### src/rtl/core/transactional_key_value_table_core_macros.svh
// ----------------------------------------------------------------------------
// Transactional key-value table assertion macros
// Shared property templates for the checks at the end of the top level.
// ----------------------------------------------------------------------------
`ifndef TRANSACTIONAL_KEY_VALUE_TABLE_CORE_MACROS_SVH
`define TRANSACTIONAL_KEY_VALUE_TABLE_CORE_MACROS_SVH

// The consequent must hold in the same cycle as the antecedent.
`define TKVT_ASSERT_SAME(NAME, CLK, RSTN, ANTE, CONS) \
    NAME: assert property (@(posedge CLK) disable iff (!RSTN) (ANTE) |-> (CONS)) \
        else $error("tkvt check failed");

// The consequent must hold in the cycle after the antecedent.
`define TKVT_ASSERT_NEXT(NAME, CLK, RSTN, ANTE, CONS) \
    NAME: assert property (@(posedge CLK) disable iff (!RSTN) (ANTE) |=> (CONS)) \
        else $error("tkvt check failed");

`endif

### src/rtl/core/tkvt_pkg.sv
// ----------------------------------------------------------------------------
// Transactional key-value table package
// Operation and status codes, controller states and the structs that join
// the controller, the datapath and the result register.
// ----------------------------------------------------------------------------
package tkvt_pkg;

    localparam int OP_W      = 3;
    localparam int ST_W      = 3;
    localparam int IN_KEY_W  = 32;
    localparam int VAL_W     = 32;
    localparam int IN_DATA_W = 64;
    localparam int IN_USER_W = 3;
    localparam int OUT_DATA_W = 32;
    localparam int OUT_USER_W = 4;

    typedef enum logic [OP_W-1:0] {
        OP_GET      = 3'd0,
        OP_PUT      = 3'd1,
        OP_BEGIN    = 3'd2,
        OP_COMMIT   = 3'd3,
        OP_ROLLBACK = 3'd4
    } t_op;

    typedef enum logic [ST_W-1:0] {
        ST_OK         = 3'd0,
        ST_NOT_FOUND  = 3'd1,
        ST_NO_TXN     = 3'd2,
        ST_TXN_ACTIVE = 3'd3,
        ST_FULL       = 3'd4
    } t_status;

    typedef enum logic [2:0] {
        S_IDLE,
        S_GET_SCAN,
        S_PUT_SCAN,
        S_CM_NEXT,
        S_CM_LOAD,
        S_CM_SCAN,
        S_RESP
    } t_state;

    typedef struct packed {
        logic load_in;
        logic scan_start;
        logic scan_stage;
        logic fetch;
        logic load_staged;
        logic put_write;
        logic commit_write;
        logic stage_clear;
        logic cidx_clr;
        logic cidx_inc;
        logic full_clr;
    } t_dp_cmd;

    typedef struct packed {
        logic             scan_busy;
        logic             hit;
        logic             stage_full;
        logic             stage_more;
        logic             commit_full;
        logic [VAL_W-1:0] hit_value;
    } t_dp_sts;

    typedef struct packed {
        t_status          status;
        logic             found;
        logic [VAL_W-1:0] value;
    } t_result;

endpackage

### src/rtl/core/tkvt_out_reg.sv
// ----------------------------------------------------------------------------
// Transactional key-value table result register
// Holds one finished result for the output stream so the controller can
// take the next operation while the result waits for its transfer.
// ----------------------------------------------------------------------------
module tkvt_out_reg (
    input  logic              i_clk,
    input  logic              i_rst_n,
    input  logic              i_push,
    input  tkvt_pkg::t_result i_res,
    output logic              o_ready,
    output logic              o_valid,
    input  logic              i_take,
    output tkvt_pkg::t_result o_res
);
    import tkvt_pkg::*;

    logic    r_valid;
    t_result r_res;

    assign o_ready = !r_valid || i_take;

    always_ff @(posedge i_clk) begin
        if (!i_rst_n) begin
            r_valid <= 1'b0;
        end else if (i_push) begin
            r_valid <= 1'b1;
        end else if (i_take) begin
            r_valid <= 1'b0;
        end
    end

    always_ff @(posedge i_clk) begin
        if (i_push) begin
            r_res <= i_res;
        end
    end

    assign o_valid = r_valid;
    assign o_res   = r_res;

endmodule

### config.mk
export PLATFORM = sky130hd
export DESIGN_NAME = tkvt_out_reg
export DESIGN_NICKNAME = d
export VERILOG_FILES = /design/src/rtl/core/transactional_key_value_table_core_macros.svh /design/src/rtl/core/tkvt_pkg.sv /design/src/rtl/core/tkvt_out_reg.sv
export SDC_FILE = /design/constraint.sdc
export NUM_CORES = 1
export LEC_CHECK = 0
export BUFFER_PORTS_ARGS = -buffer_cell sky130_fd_sc_hd__buf_2
export CAP_MARGIN = 20
export CORE_ASPECT_RATIO = 0.8
export CORE_MARGIN = 1.5
export CORE_UTILIZATION = 36
export DETAILED_ROUTE_END_ITERATION = 10
export PLACE_DENSITY = 0.74
export SETUP_SLACK_MARGIN = 0.3
export SLEW_MARGIN = 20
export SYNTH_ARGS = -nofsm -noshare
export SYNTH_HDL_FRONTEND = slang
export SYNTH_SLANG_ARGS = --single-unit
### constraint.sdc
create_clock -name i_clk -period 0.8 [get_ports i_clk]
set_input_delay 0.08 -clock i_clk [delete_from_list [all_inputs] [get_ports i_clk]]
set_output_delay 0.08 -clock i_clk [all_outputs]
set_load 0.02 [all_outputs]
==> results.cfg <==
[sta]
fin_ws_ps = -115
grt_setup_unrepaired = yes
finalHoldViolations = 36
finalSetupTns_ps = -3330
clock_period_minus_final_worst_setup_slack_ps = 915
fmaxAchievable_mhz = 1090
max_slew_margin = 0.915
skew_ps = 0
worst_hold_slack_ps = -36.1
report.final.slew_viol_count = 0
period_share = 1.14
tightest_slew_ps = 128
report.final.setup_viol = 38

[synthesis]
dominant_combinational_cell_family_by_area_after_synthesis = simple AND/OR/NAND/NOR gates
synth_xor_xnor_area_share = 0
synth_area_um2 = 1130
post_synth_fa_ha_maj_area_fraction = 0
yosys_warnings = 0
post_synth_inst_count = 40
synthMuxAreaShare = 0
postSynthAreaPerCell_um2 = 28.2
synth-simple-area-share = 0.0122
synthesis.nets = 80
ys_types = 5
ys_ff_latch = 37
synth_compound_area_frac = 0.00997
synth_seq_area_share = 0.975

[worst_setup_path]
timing.critical_path.from_type = flop
setup.worst_path.end_class = output port
cp_data_arrival_time_ps = 840
cp_data_required_time_ps = 720
critical_path_buf_inv_count = 1
critical-path-slowest-cell = sky130_fd_sc_hd__edfxtp_1
crit_type = flop to output port
cp_cell_sequence = buf_2
cp_top_family = flip-flops
cpPeakStageDelay_ps = 380
cp_max_fo = 1

[final_layout]
layout_cells_sized_above_1 = 0.695
antenna_cells_inserted = 0
post_layout_nonfiller_instances = 166
fin_util = 0.647
area_growth_syn_to_layout_pct = 64.5
final_net_count = 167

[die]
floorplan.initialDensity = 0.393
die_y_um = 53.1
ios = 78
std_cell_rows = 17
design.die.area_um2 = 3490
core_area_um2 = 2870
die_outline_width_um = 65.6

[global_route]
gr-usage-all-layers = 0.126
grt_use_met3 = 0.102
vias_in_the_first_global_route = 670
grt_start_max_net_pins = 25
met1_usage = 0.107
gr-usage-met2 = 0.194
grt_pass1_wl_um = 2810
globalRoute.busiestLayer = met2
antenna_violations_before_repair = 0
global_route.overflow_total = 0

[route]
drt-pass1-iter-count = 3
initial_detailed_routing_violation_count = 12
final_antenna_net_count = 0
drt_drc_violations_left = 0
routed_wl_um = 2090
post_drt_via_cell_ratio = 4.23
wl_per_cell_um = 12.6
detailroute.via_count = 703

[clock_network]
cts.sink_count = 37
clock_latency_ps = 280
tritoncts.num_buffers = 5
tritoncts = built
cts_htree_levels = 2
clockRootBuffer = sky130_fd_sc_hd__clkbuf_8
clk_transition_reported_paths_ps = 70
cts-root-to-sink-buffers = 2

[placement]
gp_weighted_congestion = 0.671
dp_worst_setup_slack_ps = 91.6
dp_cells = 157
io_buffer_count = 77

[run_status]
run_status = finished with violations
violations = hold timing, setup timing

[min_path]
holdCritPathClass = input pin to flop

[pwr]
power.density_nw_per_um2 = 2240
max_rail_drop_vdd_uv = 1590
design_power_total_mw = 4.17
power_leakage_nw = 0.797

[job]
cap_viol_max_count = 0
==> per-stage QoR <==
step / hold WS (ps) / area [um^2]
2_1_floorplan: 179 / 1130
3_3_place_gp: 257 / 1610
3_5_place_dp: 258 / 1610
4_1_cts: -53.3 / 1720
5_1_grt: -53.9 / 1860
6_report: -36.1 / 1860
==> flip-flops by register name, indices dropped and copies added (netlist names) <==
signal	flops
o_res	36
o_valid	1
==> Yosys cell counts <==
master | instances | share of area
sky130_fd_sc_hd__inv_1 | 1 | 0.0033
sky130_fd_sc_hd__nand2b_4 | 1 | 0.012
sky130_fd_sc_hd__edfxtp_1 | 36 | 0.96
sky130_fd_sc_hd__dfxtp_1 | 1 | 0.018
sky130_fd_sc_hd__a21boi_2 | 1 | 0.010
==> cell families (layout without fill, tap and decap cells) <==
group / after synthesis / after routing
flip-flops: 37 / 37
AO/OA/AOI/OAI: 1 / 1
AND/OR/NAND/NOR: 1 / 1
buffers and inverters: 1 / 89
==> worst register-to-register path, stage by stage (launching register included) <==
cell and delay, ps:
sky130_fd_sc_hd__dfxtp_4 360, sky130_fd_sc_hd__nand2b_4 60, sky130_fd_sc_hd__buf_6 110, sky130_fd_sc_hd__a21boi_2 110
==> final cells by class <==
type / instances / area [um^2]
sequential: 37 / 1100
clock inverter: 2 / 11.3
timing repair buffer: 80 / 593
inverter: 1 / 3.75
tap: 38 / 47.5
multi-input combinational: 2 / 25.0
fill: 202 / 1010
clock buffer: 6 / 72.6
==> routing by layer <==
metal,wire [um],up-vias
li1,-,331
met3,349,6
met2,987,54
met5,0,-
met4,54,0
met1,700,312
==> power by group <==
group | total, mW | leakage (nW) | switching [mW] | internal, mW
combinational | 0.616 | 0.397 | 0.311 | 0.304
sequential | 2.35 | 0.361 | 0.0573 | 2.30
clock | 1.20 | 0.0388 | 0.595 | 0.602
total | 4.17 | 0.797 | 0.963 | 3.20
==> worst paths after layout <==
kind | start | endpoint | slack, ps | cells past startpoint
setup / recovery | o_res[17] | o_res[17] | -120 | 1
hold / removal | i_res[25] | o_res[25] | -40 | 1
setup reg to reg | o_valid | o_valid | 100 | 3
hold reg to reg | o_valid | o_valid | 580 | 3
==> layout by cell type, fill, tap and decap left out, drive strengths merged <==
cell      Yosys  final
buf           0     80
inv           1      1
a21boi        1      1
clkinvlp      0      1
dfxtp         1      1
nand2b        1      1
clkbuf        0      6
clkinv        0      1
edfxtp       36     36
==> repair_timing <==
action,in CTS,in global routing
hold endpoints to repair,36,36
buffers inserted,0,1
resized for setup,10,41
pin swaps,0,1
setup endpoints to repair,39,39
Power figures use the tool's default switching activity.
