<file path="config.mk">
export PLATFORM = sky130hd
export DESIGN_NAME = tkvt_controller
export DESIGN_NICKNAME = d
export VERILOG_FILES = /design/src/rtl/core/transactional_key_value_table_core_macros.svh /design/src/rtl/core/tkvt_pkg.sv /design/src/rtl/core/tkvt_controller.sv
export SDC_FILE = /design/constraint.sdc
export NUM_CORES = 1
export LEC_CHECK = 0
export BUFFER_PORTS_ARGS = -buffer_cell sky130_fd_sc_hd__buf_2
export CORE_AREA = 3 3 78 80
export DETAILED_ROUTE_END_ITERATION = 10
export DIE_AREA = 0 0 81 83
export SLEW_MARGIN = 25
export SYNTH_ARGS = -nofsm -noshare
export SYNTH_HDL_FRONTEND = slang
export SYNTH_SLANG_ARGS = --single-unit
</file>
<file path="constraint.sdc">
create_clock -name i_clk -period 2.55 [get_ports i_clk]
set_clock_uncertainty 0.2 [all_clocks]
set_input_delay 0.51 -clock i_clk [delete_from_list [all_inputs] [get_ports i_clk]]
set_output_delay 0.51 -clock i_clk [all_outputs]
set_load 0.1 [all_outputs]
</file>
<file path="src/rtl/core/transactional_key_value_table_core_macros.svh">
// ----------------------------------------------------------------------------
// Transactional key-value table assertion macros
// Shared property templates for the checks at the end of the top level.
// ----------------------------------------------------------------------------
`ifndef TRANSACTIONAL_KEY_VALUE_TABLE_CORE_MACROS_SVH
`define TRANSACTIONAL_KEY_VALUE_TABLE_CORE_MACROS_SVH

// The consequent must hold in the same cycle as the antecedent.
`define TKVT_ASSERT_SAME(NAME, CLK, RSTN, ANTE, CONS) \
    NAME: assert property (@(posedge CLK) disable iff (!RSTN) (ANTE) |-> (CONS)) \
        else $error("tkvt check failed");

// The consequent must hold in the cycle after the antecedent.
`define TKVT_ASSERT_NEXT(NAME, CLK, RSTN, ANTE, CONS) \
    NAME: assert property (@(posedge CLK) disable iff (!RSTN) (ANTE) |=> (CONS)) \
        else $error("tkvt check failed");

`endif

</file>
<file path="src/rtl/core/tkvt_pkg.sv">
// ----------------------------------------------------------------------------
// Transactional key-value table package
// Operation and status codes, controller states and the structs that join
// the controller, the datapath and the result register.
// ----------------------------------------------------------------------------
package tkvt_pkg;

    localparam int OP_W      = 3;
    localparam int ST_W      = 3;
    localparam int IN_KEY_W  = 32;
    localparam int VAL_W     = 32;
    localparam int IN_DATA_W = 64;
    localparam int IN_USER_W = 3;
    localparam int OUT_DATA_W = 32;
    localparam int OUT_USER_W = 4;

    typedef enum logic [OP_W-1:0] {
        OP_GET      = 3'd0,
        OP_PUT      = 3'd1,
        OP_BEGIN    = 3'd2,
        OP_COMMIT   = 3'd3,
        OP_ROLLBACK = 3'd4
    } t_op;

    typedef enum logic [ST_W-1:0] {
        ST_OK         = 3'd0,
        ST_NOT_FOUND  = 3'd1,
        ST_NO_TXN     = 3'd2,
        ST_TXN_ACTIVE = 3'd3,
        ST_FULL       = 3'd4
    } t_status;

    typedef enum logic [2:0] {
        S_IDLE,
        S_GET_SCAN,
        S_PUT_SCAN,
        S_CM_NEXT,
        S_CM_LOAD,
        S_CM_SCAN,
        S_RESP
    } t_state;

    typedef struct packed {
        logic load_in;
        logic scan_start;
        logic scan_stage;
        logic fetch;
        logic load_staged;
        logic put_write;
        logic commit_write;
        logic stage_clear;
        logic cidx_clr;
        logic cidx_inc;
        logic full_clr;
    } t_dp_cmd;

    typedef struct packed {
        logic             scan_busy;
        logic             hit;
        logic             stage_full;
        logic             stage_more;
        logic             commit_full;
        logic [VAL_W-1:0] hit_value;
    } t_dp_sts;

    typedef struct packed {
        t_status          status;
        logic             found;
        logic [VAL_W-1:0] value;
    } t_result;

endpackage

</file>
<file path="src/rtl/core/tkvt_controller.sv">
// ----------------------------------------------------------------------------
// Transactional key-value table controller
// Decodes each operation, tracks the open transaction and sequences the
// datapath through lookups, staging writes and the commit walk.
// ----------------------------------------------------------------------------
module tkvt_controller (
    input  logic                          i_clk,
    input  logic                          i_rst_n,
    input  logic                          i_in_valid,
    output logic                          o_in_ready,
    input  logic [tkvt_pkg::OP_W-1:0]     i_op,
    input  tkvt_pkg::t_dp_sts             i_sts,
    output tkvt_pkg::t_dp_cmd             o_cmd,
    input  logic                          i_res_ready,
    output logic                          o_res_push,
    output tkvt_pkg::t_result             o_res
);
    import tkvt_pkg::*;

    t_state  r_state;
    t_state  n_state;
    logic    r_txn;
    logic    n_txn;
    t_result r_res;
    t_result n_res;

    always_ff @(posedge i_clk) begin
        if (!i_rst_n) begin
            r_state <= S_IDLE;
            r_txn   <= 1'b0;
        end else begin
            r_state <= n_state;
            r_txn   <= n_txn;
        end
    end

    always_ff @(posedge i_clk) begin
        r_res <= n_res;
    end

    always_comb begin
        n_state    = r_state;
        n_txn      = r_txn;
        n_res      = r_res;
        o_cmd      = '0;
        o_in_ready = (r_state == S_IDLE);
        o_res_push = 1'b0;
        unique case (r_state)
            S_IDLE: begin
                if (i_in_valid) begin
                    o_cmd.load_in = 1'b1;
                    n_res.status  = ST_OK;
                    n_res.found   = 1'b0;
                    n_res.value   = '0;
                    n_state       = S_RESP;
                    unique case (t_op'(i_op))
                        OP_GET: begin
                            o_cmd.scan_start = 1'b1;
                            n_state          = S_GET_SCAN;
                        end
                        OP_PUT: begin
                            if (!r_txn) begin
                                n_res.status = ST_NO_TXN;
                            end else begin
                                o_cmd.scan_start = 1'b1;
                                o_cmd.scan_stage = 1'b1;
                                n_state          = S_PUT_SCAN;
                            end
                        end
                        OP_BEGIN: begin
                            if (r_txn) begin
                                n_res.status = ST_TXN_ACTIVE;
                            end else begin
                                n_txn             = 1'b1;
                                o_cmd.stage_clear = 1'b1;
                            end
                        end
                        OP_COMMIT: begin
                            if (!r_txn) begin
                                n_res.status = ST_NO_TXN;
                            end else begin
                                o_cmd.cidx_clr = 1'b1;
                                o_cmd.full_clr = 1'b1;
                                n_state        = S_CM_NEXT;
                            end
                        end
                        OP_ROLLBACK: begin
                            if (!r_txn) begin
                                n_res.status = ST_NO_TXN;
                            end else begin
                                n_txn             = 1'b0;
                                o_cmd.stage_clear = 1'b1;
                            end
                        end
                        default: begin
                        end
                    endcase
                end
            end
            S_GET_SCAN: begin
                if (!i_sts.scan_busy) begin
                    if (i_sts.hit) begin
                        n_res.status = ST_OK;
                        n_res.found  = 1'b1;
                        n_res.value  = i_sts.hit_value;
                    end else begin
                        n_res.status = ST_NOT_FOUND;
                    end
                    n_state = S_RESP;
                end
            end
            S_PUT_SCAN: begin
                if (!i_sts.scan_busy) begin
                    o_cmd.put_write = 1'b1;
                    if (!i_sts.hit && i_sts.stage_full) begin
                        n_res.status = ST_FULL;
                    end
                    n_state = S_RESP;
                end
            end
            S_CM_NEXT: begin
                if (i_sts.stage_more) begin
                    o_cmd.fetch = 1'b1;
                    n_state     = S_CM_LOAD;
                end else begin
                    o_cmd.stage_clear = 1'b1;
                    n_txn             = 1'b0;
                    if (i_sts.commit_full) begin
                        n_res.status = ST_FULL;
                    end
                    n_state = S_RESP;
                end
            end
            S_CM_LOAD: begin
                o_cmd.load_staged = 1'b1;
                o_cmd.scan_start  = 1'b1;
                n_state           = S_CM_SCAN;
            end
            S_CM_SCAN: begin
                if (!i_sts.scan_busy) begin
                    o_cmd.commit_write = 1'b1;
                    o_cmd.cidx_inc     = 1'b1;
                    n_state            = S_CM_NEXT;
                end
            end
            S_RESP: begin
                if (i_res_ready) begin
                    o_res_push = 1'b1;
                    n_state    = S_IDLE;
                end
            end
            default: begin
                n_state = S_IDLE;
            end
        endcase
    end

    assign o_res = r_res;

endmodule

</file>
==> impl_metrics.tcl <==
set metrics [dict create \
    place_inst 317 \
    first_global_vias 1473 \
    synth_top_area_cell "edfxtp_1" \
    hold_path.class "in -> reg" \
    dieArea_um2 6720 \
    grt_pass1_wl_um 7070 \
    setup_viol 0 \
    worstMarginPinSlew_ns 0.500 \
    hold_viol_final 0 \
    overflow 0 \
    crit_fanout 8 \
    clockRootBuffer "clkbuf_8" \
    hold_start "i_sts[10]" \
    drv_slew 0 \
    yosysTopAreaCellShare_pct 55.3 \
    synth_seq_cells 40 \
    drtAntennaViolNets 0 \
    cts_buffers 5 \
    drt_wl_total_um 4330 \
    yosysSeqAreaShare_pct 59.4 \
    fmax_mhz 409 \
    synth_warnings 0 \
    synth_edf_count 36 \
    ys_async_sr_fraction_pct 0 \
    vias_per_cell 4.67 \
    htree_num_levels 2 \
    r2r_end "o_res[35]$_DFFE_PP_" \
    critical_path_arrival_ns 1.74 \
    cts_hold_buf 0 \
    fp.dieH_um 83 \
    num_vias 1519 \
    path_clk_slew_ns 0.08 \
    holdPathStages 2 \
    clock_latency_ns 0.29 \
    ios 93 \
    fin_cells 325 \
    reg2regPathDepth 4 \
    fillers 506 \
    synthCells 162 \
    post_drt_wl_per_cell_um 13.3 \
    yosysUniqueCellTypes 41 \
    grt_use_total_pct 13.3 \
    area_delta_synth_final_pct 42.0 \
    crit_path_end_kind "output port" \
    initial_core_util_pct 35.7 \
    drive_above_1_share_pct 47.4 \
    timing.final.crit_period_ns 2.45 \
    rsz0062_at_grt "false" \
    placementRows 27 \
    synth_area_per_cell_um2 12.1 \
    period_share_pct 95.9 \
    cts_tree "done" \
    critPathRequiredTime_ns 1.84 \
    r2r_start "r_state[0]$_SDFFE_PN0P_" \
    drt_iter0_markers 46 \
    cts_sinks 40 \
    maxCapViolations 0 \
    diodes 0 \
    status "finished, final reports clean" \
    synth_ff_type "edfxtp_1" \
    core-area_um2 5470 \
    start_kind "register" \
    route.detailed.drc 0 \
    criticalPathCategory "reg -> out" \
    syn_nets 206 \
    rrSetupSlack_ns 0.53 \
    io_buffers 92 \
    drtPass1Iterations 4 \
    grt_max_degree 34 \
    cts.path.max_buffers 2 \
    nets 296 \
    antenna_found_initial 0 \
    synth_top_cells_by_area "edfxtp_1 55%, and2_1 11%, dfxtp_1 4.1%" \
    fp.dieW_um 81 \
    gp_congestion 0.800 \
    slew_headroom_pct 66.9 \
    dp_hpwl_um 3320 \
    whs_endpoint "o_res[10]$_SDFFCE_PP0P_" \
    synth_area_um2 1960 \
    hold-worst-slack_ns 0.291 \
]
-- timing repair --
item	in CTS	in global routing
endpoints found under the setup margin	0	3
buffers inserted	0	0
gates resized for setup	0	1
hold endpoints to repair	0	0
-- metal layers --
metal  GRT usage (%)  up-vias  part of all wire (%)
met1            17.3      697                    43
met2            20.8       63                    47
met4            4.15        0                  0.83
met3            4.12        4                   8.6
met5               0        -                     0
li1                -      755                     -
-- state kept, by name, indices dropped and copies added (netlist names) --
name and flops:
o_res 36, r_state 3, r_txn 1
-- critical path: stages, from the launching register on --
cell and delay [ns]:
dfxtp_1 0.43, nor3_4 0.24, nand4_1 0.20, nor3b_4 0.36, buf_12 0.22
-- cell usage in the layout (no fill, tap or decap), types with 2 or more instances in the layout --
cell type  synthesis  routed
and3_1             4       3
nor3b_1            4       3
buf_12             0      10
nand2b_1           2       2
nor3_1             3       2
edfxtp_1          36      36
a21oi_1            7       7
o22ai_1            2       2
inv_1              6       6
and2_1            34      34
buf_4              5       6
nor2b_1            5       5
dfxtp_1            4       3
clkbuf_8           0       5
buf_2              7      83
nand2_1            4       4
o32ai_1            3       2
o21ai_0            2       2
nor2_1             7       7
-- metrics by stage --
| step | area (µm²) | TNS (ns) | utilization (%) | setup slack (ns) |
|---|---|---|---|---|
| floorplan | 2020 | -5.44 | - | -1.08 |
| global placement | 2660 | 0 | 48.6 | 0.314 |
| detailed placement | 2660 | 0 | 48.6 | 0.299 |
| CTS | 2780 | 0 | 50.7 | 0.0757 |
| global route | 2780 | 0 | 50.7 | 0.0176 |
| finish | 2780 | 0 | 50.7 | 0.104 |
-- kinds of logic after synthesis --
kind of cell,count (synthesis),share of synthesized area (%)
xor gates and xnor gates,1,0.448
muxes,1,0.576
DFF,40,59.4
and+or+nand+nor,73,24.2
AOI/OAI and AO/OA,25,9.34
buffers and inverters,22,6.01
-- final cells by class --
class | count | area (µm²) | share of cell area [%]
tap | 72 | 90.1 | 3.24
clock buffer | 5 | 68.8 | 2.48
timing repair buffer | 99 | 661 | 23.8
multi-input combinational | 100 | 726 | 26.1
clock inverter | 3 | 46.3 | 1.67
sequential | 40 | 1160 | 41.9
inverter | 6 | 22.5 | 0.811
-- synthesized netlist by cell type, drive strengths merged (2+ instances only) --
cell	count
clkbuf	3
nor4b	3
and3	4
inv	6
o22ai	2
nand2	4
and2	34
buf	13
a21oi	7
nand2b	2
nor3b	5
dfxtp	4
nor2b	6
o32ai	3
edfxtp	36
nor2	7
o21ai	2
nor3	4
-- worst max-delay path by stage --
stage | start | end | cells past startpoint
after floorplan | r_state[1]$_SDFFE_PN0P_ | o_cmd[2] | 6
after global placement | i_op[1] | o_cmd[3] | 5
after detailed placement | i_op[1] | o_cmd[3] | 5
after CTS | r_state[1]$_SDFFE_PN0P_ | o_cmd[0] | 4
after global routing | r_state[2]$_SDFFE_PN0P_ | o_cmd[0] | 4
final | r_state[2]$_SDFFE_PN0P_ | o_cmd[0] | 4
Power is left out: the tool's default activity adds up to more than one toggle a clock period on the data nets, which glitch-free logic cannot reach.
